<file path="config.mk">
export PLATFORM = sky130hd
export DESIGN_NAME = rotary_encoder_click_detector
export DESIGN_NICKNAME = d
export VERILOG_FILES = /design/src/hw/rtl/rec_pkg.sv /design/src/hw/rtl/rec_core.sv /design/src/hw/rtl/rotary_encoder_click_detector.sv
export SDC_FILE = /design/constraint.sdc
export NUM_CORES = 1
export LEC_CHECK = 0
export BUFFER_PORTS_ARGS = -buffer_cell sky130_fd_sc_hd__buf_4
export CORE_MARGIN = 10
export CORE_UTILIZATION = 50
export CTS_BUF_LIST = sky130_fd_sc_hd__clkbuf_4
export CTS_CLUSTER_SIZE = 40
export DETAILED_ROUTE_END_ITERATION = 7
export GPL_ROUTABILITY_DRIVEN = 0
export GPL_TIMING_DRIVEN = 0
export PLACE_DENSITY = 0.7
export SETUP_SLACK_MARGIN = 0.05
export SLEW_MARGIN = 25
export SYNTH_ARGS = -nofsm -noshare
export SYNTH_HDL_FRONTEND = slang
export SYNTH_SLANG_ARGS = --single-unit
</file>
<file path="constraint.sdc">
create_clock -name clk -period 10.2 [get_ports clk]
set_clock_uncertainty 0.05 [all_clocks]
set_input_delay 1.53 -clock clk [delete_from_list [all_inputs] [get_ports clk]]
set_output_delay 1.53 -clock clk [all_outputs]
set_load 0.005 [all_outputs]
</file>
<file path="src/hw/rtl/rec_pkg.sv">
package rec_pkg;

	// default width of the modular tick counter
	localparam int TimeWidthDefault = 32;

	// rotation codes
	localparam logic [1:0] ROT_NONE = 2'd0;
	localparam logic [1:0] ROT_CW   = 2'd1;
	localparam logic [1:0] ROT_CCW  = 2'd2;

	// click codes
	localparam logic [1:0] CLICK_NONE   = 2'd0;
	localparam logic [1:0] CLICK_SINGLE = 2'd1;
	localparam logic [1:0] CLICK_DOUBLE = 2'd2;

	// register indexes
	localparam logic REG_DEBOUNCE     = 1'b0;
	localparam logic REG_DOUBLE_CLICK = 1'b1;

	localparam int AddrWidth = 3;
	localparam logic [15:0] DebounceReset    = 16'd50;
	localparam logic [15:0] DoubleClickReset = 16'd300;

	// click counter saturation value
	localparam logic [1:0] ClickMax = 2'd2;

	typedef struct packed {
		logic       valid;
		logic [1:0] rotation;
		logic [1:0] click_kind;
	} res_t;

endpackage

</file>
<file path="src/hw/rtl/rec_core.sv">
module rec_core
	import rec_pkg::*;
#(
	parameter int TIME_WIDTH = TimeWidthDefault
) (
	input  logic        clk,
	input  logic        arst_n,
	input  logic        accept,
	input  logic        phase_a,
	input  logic        phase_b,
	input  logic        button_level,
	input  logic [15:0] debounce_ticks,
	input  logic [15:0] double_click_ticks,
	output res_t        res
);

	logic [TIME_WIDTH-1:0] tick_q;
	logic [TIME_WIDTH-1:0] last_change_q;
	logic [TIME_WIDTH-1:0] press_q;
	logic [1:0]            click_count_q;
	logic                  prev_button_q;
	logic                  prev_a_q;
	logic                  primed_q;

	logic [TIME_WIDTH-1:0] since_change;
	logic [TIME_WIDTH-1:0] since_press;
	logic [TIME_WIDTH-1:0] press_next;
	logic [1:0]            count_mid;
	logic [1:0]            count_next;
	logic                  changed;
	logic                  press;

	always_comb begin
		changed      = (button_level != prev_button_q);
		since_change = tick_q - last_change_q;
		press        = changed && !button_level &&
		               (since_change > TIME_WIDTH'(debounce_ticks));
		press_next   = press ? tick_q : press_q;
		count_mid    = click_count_q;
		if (press && click_count_q < ClickMax) begin
			count_mid = click_count_q + 2'd1;
		end
		since_press = tick_q - press_next;

		res.valid      = 1'b0;
		res.rotation   = ROT_NONE;
		res.click_kind = CLICK_NONE;
		count_next     = count_mid;

		if (phase_a && !prev_a_q) begin
			res.rotation = (phase_b != phase_a) ? ROT_CW : ROT_CCW;
		end
		priority if (count_mid >= ClickMax) begin
			res.click_kind = CLICK_DOUBLE;
			count_next     = 2'd0;
		end else if (count_mid == 2'd1 &&
		             since_press > TIME_WIDTH'(double_click_ticks)) begin
			res.click_kind = CLICK_SINGLE;
			count_next     = 2'd0;
		end
		// the first transaction only captures phase a
		res.valid = primed_q && (res.rotation != ROT_NONE || res.click_kind != CLICK_NONE);
	end

	always_ff @(posedge clk or negedge arst_n) begin
		if (!arst_n) begin
			tick_q        <= '0;
			last_change_q <= '0;
			press_q       <= '0;
			click_count_q <= 2'd0;
			prev_button_q <= 1'b1;
			prev_a_q      <= 1'b0;
			primed_q      <= 1'b0;
		end else if (accept) begin
			tick_q   <= tick_q + TIME_WIDTH'(1);
			prev_a_q <= phase_a;
			primed_q <= 1'b1;
			if (primed_q) begin
				if (changed) begin
					last_change_q <= tick_q;
					prev_button_q <= button_level;
				end
				press_q       <= press_next;
				click_count_q <= count_next;
			end
		end
	end

endmodule

</file>
<file path="src/hw/rtl/rotary_encoder_click_detector.sv">
// Rotary encoder and push-button decoder. Each sample transaction carries one
// tick of encoder phases a and b and the active-low button; the block keeps a
// modular tick counter of TIME_WIDTH bits and reports a result transaction
// only when something happened: a rotation step on a rising edge of phase a
// (clockwise when b differs from a) and/or a single or double click derived
// from debounced presses. One sample is taken every cycle: the decode is a
// single pass of compares and two subtractions from the state registers into
// a result register, and a two-entry output buffer (result register plus skid)
// lets samples keep flowing while a result waits; sample_stall rises only when
// both entries are full. The first sample after reset only captures phase a.
// Registers on the APB port: 0x0 debounce_ticks (reset 50), 0x4
// double_click_ticks (reset 300), both 16 bits; write only while idle.
module rotary_encoder_click_detector
	import rec_pkg::*;
#(
	parameter int TIME_WIDTH = TimeWidthDefault
) (
	input  logic                 clk,
	input  logic                 arst_n,
	// sample channel
	input  logic                 sample_valid,
	output logic                 sample_stall,
	input  logic                 phase_a,
	input  logic                 phase_b,
	input  logic                 button_level,
	// result channel
	output logic                 result_valid,
	input  logic                 result_stall,
	output logic [1:0]           rotation,
	output logic [1:0]           click_kind,
	// configuration
	input  logic                 psel,
	input  logic                 penable,
	input  logic                 pwrite,
	input  logic [AddrWidth-1:0] paddr,
	input  logic [31:0]          pwdata,
	output logic [31:0]          prdata,
	output logic                 pready
);

	logic [15:0] debounce_q;
	logic [15:0] double_click_q;

	res_t res;
	logic accept;
	logic take;
	logic out_valid_q;
	logic skid_valid_q;
	logic [1:0] out_rot_q, out_click_q;
	logic [1:0] skid_rot_q, skid_click_q;

	// apb register file
	assign pready = 1'b1;

	always_ff @(posedge clk or negedge arst_n) begin
		if (!arst_n) begin
			debounce_q     <= DebounceReset;
			double_click_q <= DoubleClickReset;
		end else if (psel && penable && pwrite) begin
			unique case (paddr[2])
				REG_DEBOUNCE:     debounce_q     <= pwdata[15:0];
				REG_DOUBLE_CLICK: double_click_q <= pwdata[15:0];
				default: ;
			endcase
		end
	end

	always_comb begin
		unique case (paddr[2])
			REG_DEBOUNCE:     prdata = {16'd0, debounce_q};
			REG_DOUBLE_CLICK: prdata = {16'd0, double_click_q};
			default:          prdata = '0;
		endcase
	end

	// sample transactions are taken unless the skid entry is occupied
	assign sample_stall = skid_valid_q;
	assign accept       = sample_valid && !sample_stall;

	rec_core #(
		.TIME_WIDTH(TIME_WIDTH)
	) u_core (
		.clk               (clk),
		.arst_n            (arst_n),
		.accept            (accept),
		.phase_a           (phase_a),
		.phase_b           (phase_b),
		.button_level      (button_level),
		.debounce_ticks    (debounce_q),
		.double_click_ticks(double_click_q),
		.res               (res)
	);

	// output register and skid entry
	assign take = out_valid_q && !result_stall;

	always_ff @(posedge clk or negedge arst_n) begin
		if (!arst_n) begin
			out_valid_q  <= 1'b0;
			skid_valid_q <= 1'b0;
		end else begin
			if (take) begin
				out_valid_q  <= skid_valid_q;
				skid_valid_q <= 1'b0;
			end
			if (accept && res.valid) begin
				// new result lands in the output register when it is free
				if (!out_valid_q || take) begin
					out_valid_q <= 1'b1;
				end else begin
					skid_valid_q <= 1'b1;
				end
			end
		end
	end

	always_ff @(posedge clk) begin
		if (take && skid_valid_q) begin
			out_rot_q   <= skid_rot_q;
			out_click_q <= skid_click_q;
		end
		if (accept && res.valid) begin
			if (!out_valid_q || take) begin
				out_rot_q   <= res.rotation;
				out_click_q <= res.click_kind;
			end else begin
				skid_rot_q   <= res.rotation;
				skid_click_q <= res.click_kind;
			end
		end
	end

	assign result_valid = out_valid_q;
	assign rotation     = out_rot_q;
	assign click_kind   = out_click_q;

endmodule

</file>
* Word-level counts from Yosys, hierarchy flattened
Cells that the tools add are included.
** Word-level totals
- Register bits after elaboration :: 143
- Bits of input ports :: 45
- Output and inout bits :: 39
- Logic and storage cells :: 75
** Operators by class
- Add/sub/neg operators :: 4
- Order comparisons :: 4
- Equal/unequal tests :: 3
- Mux-type cells :: 21
- Bitwise logic cells :: 2
- Reductions and logical operators :: 26
** Operator list (number)
- > comparator 32 x 16 -> 1 bit :: 2
- case mux 32 bit (2 select lines) :: 1
- subtractor 32 bit :: 2
- adder 32 x 1 -> 32 bit (second input constant) :: 1
- two-way mux 32 bit :: 1
- two-way mux 2 bit :: 12
- logical AND 1 bit :: 12
- AND reduction 2 bit :: 4
- two-way mux 1 bit :: 7
- logical NOT 1 bit :: 5
- nonzero test 2 bit :: 2
- AND reduction 3 bit :: 1
- adder 2 x 1 -> 2 bit (second input constant) :: 1
- equality test 2 x 1 -> 1 bit (second input constant) :: 1
- >= comparator 2 bit (second input constant) :: 1
- logical OR 1 bit :: 2
- less-than comparator 2 bit (second input constant) :: 1
- inequality test 1 bit :: 2
- NOT 1 bit :: 2

* Depth between registers and ports, before layout
- Word-level depth :: 14
- Gate-level depth with buffers :: 52
- Mapped depth without buffers :: 50

* Modules after synthesis
A second synthesis with hierarchy kept.
** Second synthesis, totals
- Cell total of the unflattened synthesis :: 1283
- Area, all modules :: 11541.1 sq um
** Modules (own cells, without submodules)
- rec_core :: times used 1, cells an instance 1148, area each 9517.9 sq um, seq. area each 2528.7 sq um
- rotary_encoder_click_detector :: times used 1, cells an instance 135, area each 2023.2 sq um, seq. area each 1059.8 sq um

* Worst setup path after synthesis
Ideal clock, no wire load.
- Path kind :: reg2reg
- From :: register u_core.tick_q[4]
- To :: register out_rot_q[1], in the netlist rotation[1]
- Library setup time :: 0.121 ns
- Arrival time :: 9.321 ns
- Required time :: 10.029 ns
- Slack :: 0.708 ns
- Stages on the path, launching flop included :: 49
- Buffers on the path :: 2
- Period minus slack after synthesis :: 9.492 ns
- Path through :: dfrtp_1 ha_1 a21o_1 a31o_2 o211ai_1 nand2_1 a21o_1 a21oi_1 xnor2_1 ha_1 nand4_1 or3_1 nor3_1 a21oi_1 a2111oi_0 and4_2 a21o_1 buf_6 (+13 left out) o21bai_1 mux2i_1 xnor2_1 ha_1 a21o_1 a21o_1 a21oi_1 o21ai_0 a21oi_1 a31oi_1 or3_1 a2111oi_0 nand4_1 nor4_1 nand4_1 o31ai_4 a21oi_2 mux2_4
** Between the ends
- Longest elaborated chain between the ends :: 14
- Elaborated cells on any way between the ends :: 18
- Those cells by class :: add/sub: 2; order compare: 3; eq/ne: 1; mux: 5; reduce/logical: 7
** Ends and longest elaborated chain
- start, declared :: line rec_core.sv:17 : logic [TIME_WIDTH-1:0] tick_q;
- start signal, assigned :: line rec_core.sv:75 : tick_q <= tick_q + TIME_WIDTH'(1);
- subtractor 32 bit :: line rec_core.sv:35 : since_change = tick_q - last_change_q;
- > comparator 32 x 16 -> 1 bit :: line rec_core.sv:37 : (since_change > TIME_WIDTH'(debounce_ticks));
- logical AND 1 bit :: line rec_core.sv:36 : press = changed && !button_level &&
- two-way mux 32 bit :: line rec_core.sv:38 : press_next = press ? tick_q : press_q;
- named net u_core.press_next[0] :: line rec_core.sv:27 : logic [TIME_WIDTH-1:0] press_next;
- subtractor 32 bit :: line rec_core.sv:43 : since_press = tick_q - press_next;
- > comparator 32 x 16 -> 1 bit :: line rec_core.sv:57 : since_press > TIME_WIDTH'(double_click_ticks)) begin
- logical AND 1 bit :: line rec_core.sv:56 : end else if (count_mid == 2'd1 &&
- two-way mux 1 bit :: line rec_core.sv:56
- two-way mux 2 bit :: line rec_core.sv:53 : priority if (count_mid >= ClickMax) begin
- nonzero test 2 bit :: line rec_core.sv:62 : res.valid = primed_q && (res.rotation != ROT_NONE || res.click_kind != CLICK_NONE);
- logical OR 1 bit :: line rec_core.sv:62
- logical AND 1 bit :: line rec_core.sv:62
- logical AND 1 bit :: line rotary_encoder_click_detector.sv:122 : if (accept && res.valid) begin
- two-way mux 2 bit :: line rotary_encoder_click_detector.sv:122
- end signal, assigned :: line rotary_encoder_click_detector.sv:119 : out_rot_q <= skid_rot_q;
- end signal, assigned :: line rotary_encoder_click_detector.sv:124 : out_rot_q <= res.rotation;
- end, declared :: line rotary_encoder_click_detector.sv:49 : logic [1:0] out_rot_q, out_click_q;
The timed path passes the listed nets, and every way through them passes these cells.
A chain may end at the register's enable or synchronous reset.

* Worst setup path in the final report
- From :: register u_core.tick_q[4]
- To :: register skid_click_q[0], enable pin
** Between the ends
- Longest elaborated chain between the ends :: 14
- Elaborated cells on any way between the ends :: 18
- Those cells by class :: add/sub: 2; order compare: 3; eq/ne: 1; mux: 4; reduce/logical: 8
** Ends and longest elaborated chain
- subtractor 32 bit :: line rec_core.sv:35
- > comparator 32 x 16 -> 1 bit :: line rec_core.sv:37
- logical AND 1 bit :: line rec_core.sv:36
- two-way mux 32 bit / logical AND 1 bit (equally long branches) :: line rec_core.sv:38, rec_core.sv:40
- subtractor 32 bit / two-way mux 2 bit (equally long branches) :: line rec_core.sv:43, rec_core.sv:40
- > comparator 32 x 16 -> 1 bit / equality test 2 x 1 -> 1 bit (equally long branches) :: line rec_core.sv:57, rec_core.sv:56
- logical AND 1 bit :: line rec_core.sv:56
- two-way mux 1 bit :: line rec_core.sv:56
- two-way mux 2 bit (*) :: line rec_core.sv:53
- nonzero test 2 bit (*) :: line rec_core.sv:62
- logical OR 1 bit (*) :: line rec_core.sv:62
- logical AND 1 bit (*) :: line rec_core.sv:62
- logical AND 1 bit (*) :: line rotary_encoder_click_detector.sv:122
- AND reduction 2 bit (no line) (*)
- end signal, assigned :: line rotary_encoder_click_detector.sv:128 : skid_click_q <= res.click_kind;
- end, declared :: line rotary_encoder_click_detector.sv:50 : logic [1:0] skid_rot_q, skid_click_q;
Every way passes the cells marked *; elsewhere a longest branch is shown, timed or not.

==> flow_metrics.py <==
metrics = {
    "clock_network": {
        "root_buffer": "clkbuf_4",
        "cts.sinks": 143,
        "cts_inserted_buffers": 17,
        "clk_pin_slew_ns": 0.14,
        "insertion_delay_ns": 0.56,
        "cts_tree": "yes",
        "h-tree-depth": 4,
        "cts_buffer_depth": 2,
    },
    "drt": {
        "drt_wl_total_mm": 29.66,
        "wire_per_inst_um": 17.09,
        "vias_per_cell": 5.773,
        "firstDrtPassIters": 7,
        "postRouteAntennaNets": 0,
        "vias": 10020,
        "dr.first_iter.drc_count": 716,
        "drc_errors": 0,
    },
    "setup_path": {
        "r2r-start": "u_core.tick_q[4]",
        "critPathRequiredTime_ns": 10.48,
        "reg2reg_setup_slack_ns": 0.41,
        "r2r_cells": 43,
        "path_max_fanout": 10,
        "worstSetupEndpointType": "flip-flop",
        "max_stage_delay_ns": 0.45,
        "worstPathArrival_ns": 10.07,
        "critPathKind": "flip-flop to flip-flop",
        "cp-start-kind": "flip-flop",
        "rr_endpoint": "skid_click_q[0]",
        "crit_path_top_delay_cell": "dfrtp_1",
    },
    "floorplanning": {
        "start_util_pct": 50.54,
        "rows": 55,
        "num_io_pins": 84,
        "dieArea_um2": 29180,
        "die_width_um": 170.8,
        "die_h_um": 170.8,
        "core_area_um2": 22500,
    },
    "placed_design": {
        "placed_cell_area_um2": 12170,
        "dp_hpwl_mm": 22.43,
        "numPortBuffers": 47,
    },
    "pwr": {
        "p_leak_uw": 0.006511,
        "power_switching_uw": 1662,
        "power_density_nw_per_um2": 282.7,
        "max-vdd-ir-drop_v": 0.0001805,
        "p_total_uw": 3707,
        "intPower_uw": 2045,
        "pwr-share-comb_pct": 69.4,
        "clkPwrFrac_pct": 11.6,
        "switching_share_pct": 44.83,
        "power_frac_seq_pct": 19.0,
    },
    "finish": {
        "n_fill_cell": 2036,
        "drive_gt1_share_pct": 20.79,
        "final_area_um2": 13110,
        "final_cell_mix": "nand2_1 (153), dfrtp_1 (122), buf_4 (97), ha_1 (88), o21ai_0 (86)",
        "area_growth_pct": 15.30,
        "final_common_cell": "nand2_1",
        "nets": 1575,
    },
    "grt": {
        "grt_max_degree": 82,
        "grt_use_total_pct": 19.82,
        "grt_pass1_vias": 9431,
        "grt_pass1_wl_mm": 47.18,
        "grt_remaining_overflow": 0,
        "antenna_found_initial": 1,
    },
    "sta": {
        "period_minus_slack_ns": 9.788,
        "slew-limit-headroom_pct": 35.47,
        "setup_viol": 0,
        "tightest_slew_ns": 0.9643,
        "fmax_mhz": 102.2,
        "hold_viol": 0,
        "report.final.slew_viol_count": 0,
        "period_share_pct": 95.96,
    },
    "yosys": {
        "ys_warn_count": 0,
        "synthFlopType": "dfrtp_1",
        "ys_types": 77,
        "async_reset_ff_share_pct": 94.41,
        "syn_area_um2": 11370,
        "synth_edf_count": 4,
        "synthDominantCellAreaShare_pct": 27.95,
        "synth-seq-area-share_pct": 31.55,
        "avgSynthCellArea_um2": 8.628,
        "synth_largest_area_cell": "dfrtp_1",
        "synthTopCellsByArea": "dfrtp_1 (28%), ha_1 (10%), mux2_2 (6.5%)",
        "synth_cells": 1318,
        "ys_seq_elements": 143,
    },
    "min_path": {
        "whs_path_depth": 2,
        "hold_path.startpoint": "u_core.press_q[0]",
        "worstHoldPathType": "flip-flop to flip-flop",
        "holdPathEnd": "u_core.press_q[0]",
    },
    "flow_run": {
        "cap_viol_max_count": 0,
    },
    "run_status": {
        "status": "finished, final reports clean",
    },
}
## power by group through the flow
stage          sequential [uW]  combinational [uW]  clock [uW]
6_report                   703                2570         430
4_1_cts                    700                2290         441
3_3_place_gp               712                2020           0
3_5_place_dp               715                2070           0
5_1_grt                    712                2820         464
2_1_floorplan              698                1540           0
## through the flow
| step | setup slack, ns | TNS [ns] | std cells | utilization (%) | hold WS, ns |
|---|---|---|---|---|---|
| after floorplan | 0.7079 | 0 | 1333 | - | 0.3997 |
| after global placement | -1.713 | -18.51 | 1665 | 53.94 | 0.4146 |
| after detailed placement | -1.813 | -19.78 | 1666 | 54.10 | 0.4253 |
| after CTS | 0.08828 | 0 | 1712 | 56.86 | 0.4560 |
| after global routing | -0.05960 | -0.2969 | 1735 | 58.27 | 0.4740 |
| final | 0.4124 | 0 | 1735 | 58.27 | 0.4488 |
## what timing repair did
action / in CTS / in global routing
gates resized for setup: 43 / 39
setup buffers: 14 / 20
pin swaps: 12 / 23
endpoints found under the setup margin: 12 / 12
cloned: 0 / 1
hold buffers: 0 / 0
## area by class of cell
class                   count  area, um^2  share of cell area, %
well taps                 285       356.6                  2.719
diodes                      2       5.005                0.03817
flip-flops and latches    143        3595                  27.41
plain buffers              78       427.9                  3.263
clock inverters            12       182.7                  1.393
clock buffers              20       150.1                  1.145
repair buffers             82       643.1                  4.905
multi-input cells        1025        7416                  56.56
inverters                  88       336.6                  2.567
## flip-flops by register name, indices dropped and copies added, names as in the netlist, 16 cells and up, named ones only
| name | count |
|---|---|
| double_click_q | 16 |
| u_core.tick_q | 32 |
| debounce_q | 16 |
| u_core.press_q | 32 |
| u_core.last_change_q | 32 |
## routing by layer
metal	up-vias	wire (um)	part of all wire, %	global-route usage [%]
li1	4914	-	-	-
met1	4842	13130	44	25.07
met2	225	14850	50	34.45
met3	36	1293	4.4	2.995
met4	0	393	1.3	5.255
met5	-	0	0	0
## kinds of logic after synthesis
kind of cell / share of synthesized area (%)
AND/OR/NAND/NOR: 15.88
AO/OA/AOI/OAI: 19.94
buffers and inverters: 6.348
flip-flops: 31.55
multiplexers: 9.968
adder cells (fa/ha/maj): 10.94
XOR/XNOR: 5.314
other: 0.06604
## cells in the mapped netlist, types with 20 or more instances
| cell | number |
|---|---|
| nand2_1 | 155 |
| nand4_1 | 36 |
| mux2i_1 | 36 |
| o21ai_0 | 90 |
| nor2_1 | 65 |
| a21o_1 | 37 |
| a21oi_1 | 96 |
| clkbuf_1 | 43 |
| inv_1 | 88 |
| xnor2_1 | 49 |
| mux2_2 | 66 |
| nand3_1 | 32 |
| ha_1 | 93 |
| dfrtp_1 | 127 |
| xor2_1 | 20 |
## how the worst max path moves through the flow
stage,end,from
after detailed placement,skid_click_q[1],u_core.tick_q[12]
after CTS,skid_click_q[1],u_core.tick_q[1]
after floorplan,rotation[1],u_core.tick_q[4]
after global routing,skid_click_q[0],u_core.last_change_q[1]
after global placement,skid_click_q[0],u_core.tick_q[12]
final,skid_click_q[0],u_core.tick_q[4]
## worst max-delay path, delay by kind of cell, from the launching register on
family,cells,cell delay [ns]
adder cells (fa/ha/maj),4,1.19
AO/OA/AOI/OAI,21,4.03
AND/OR/NAND/NOR,13,2.79
multiplexers,1,0.25
XOR/XNOR,2,0.44
flip-flops,1,0.45
buffers and inverters,2,0.33
Power figures use the tool's default switching activity.
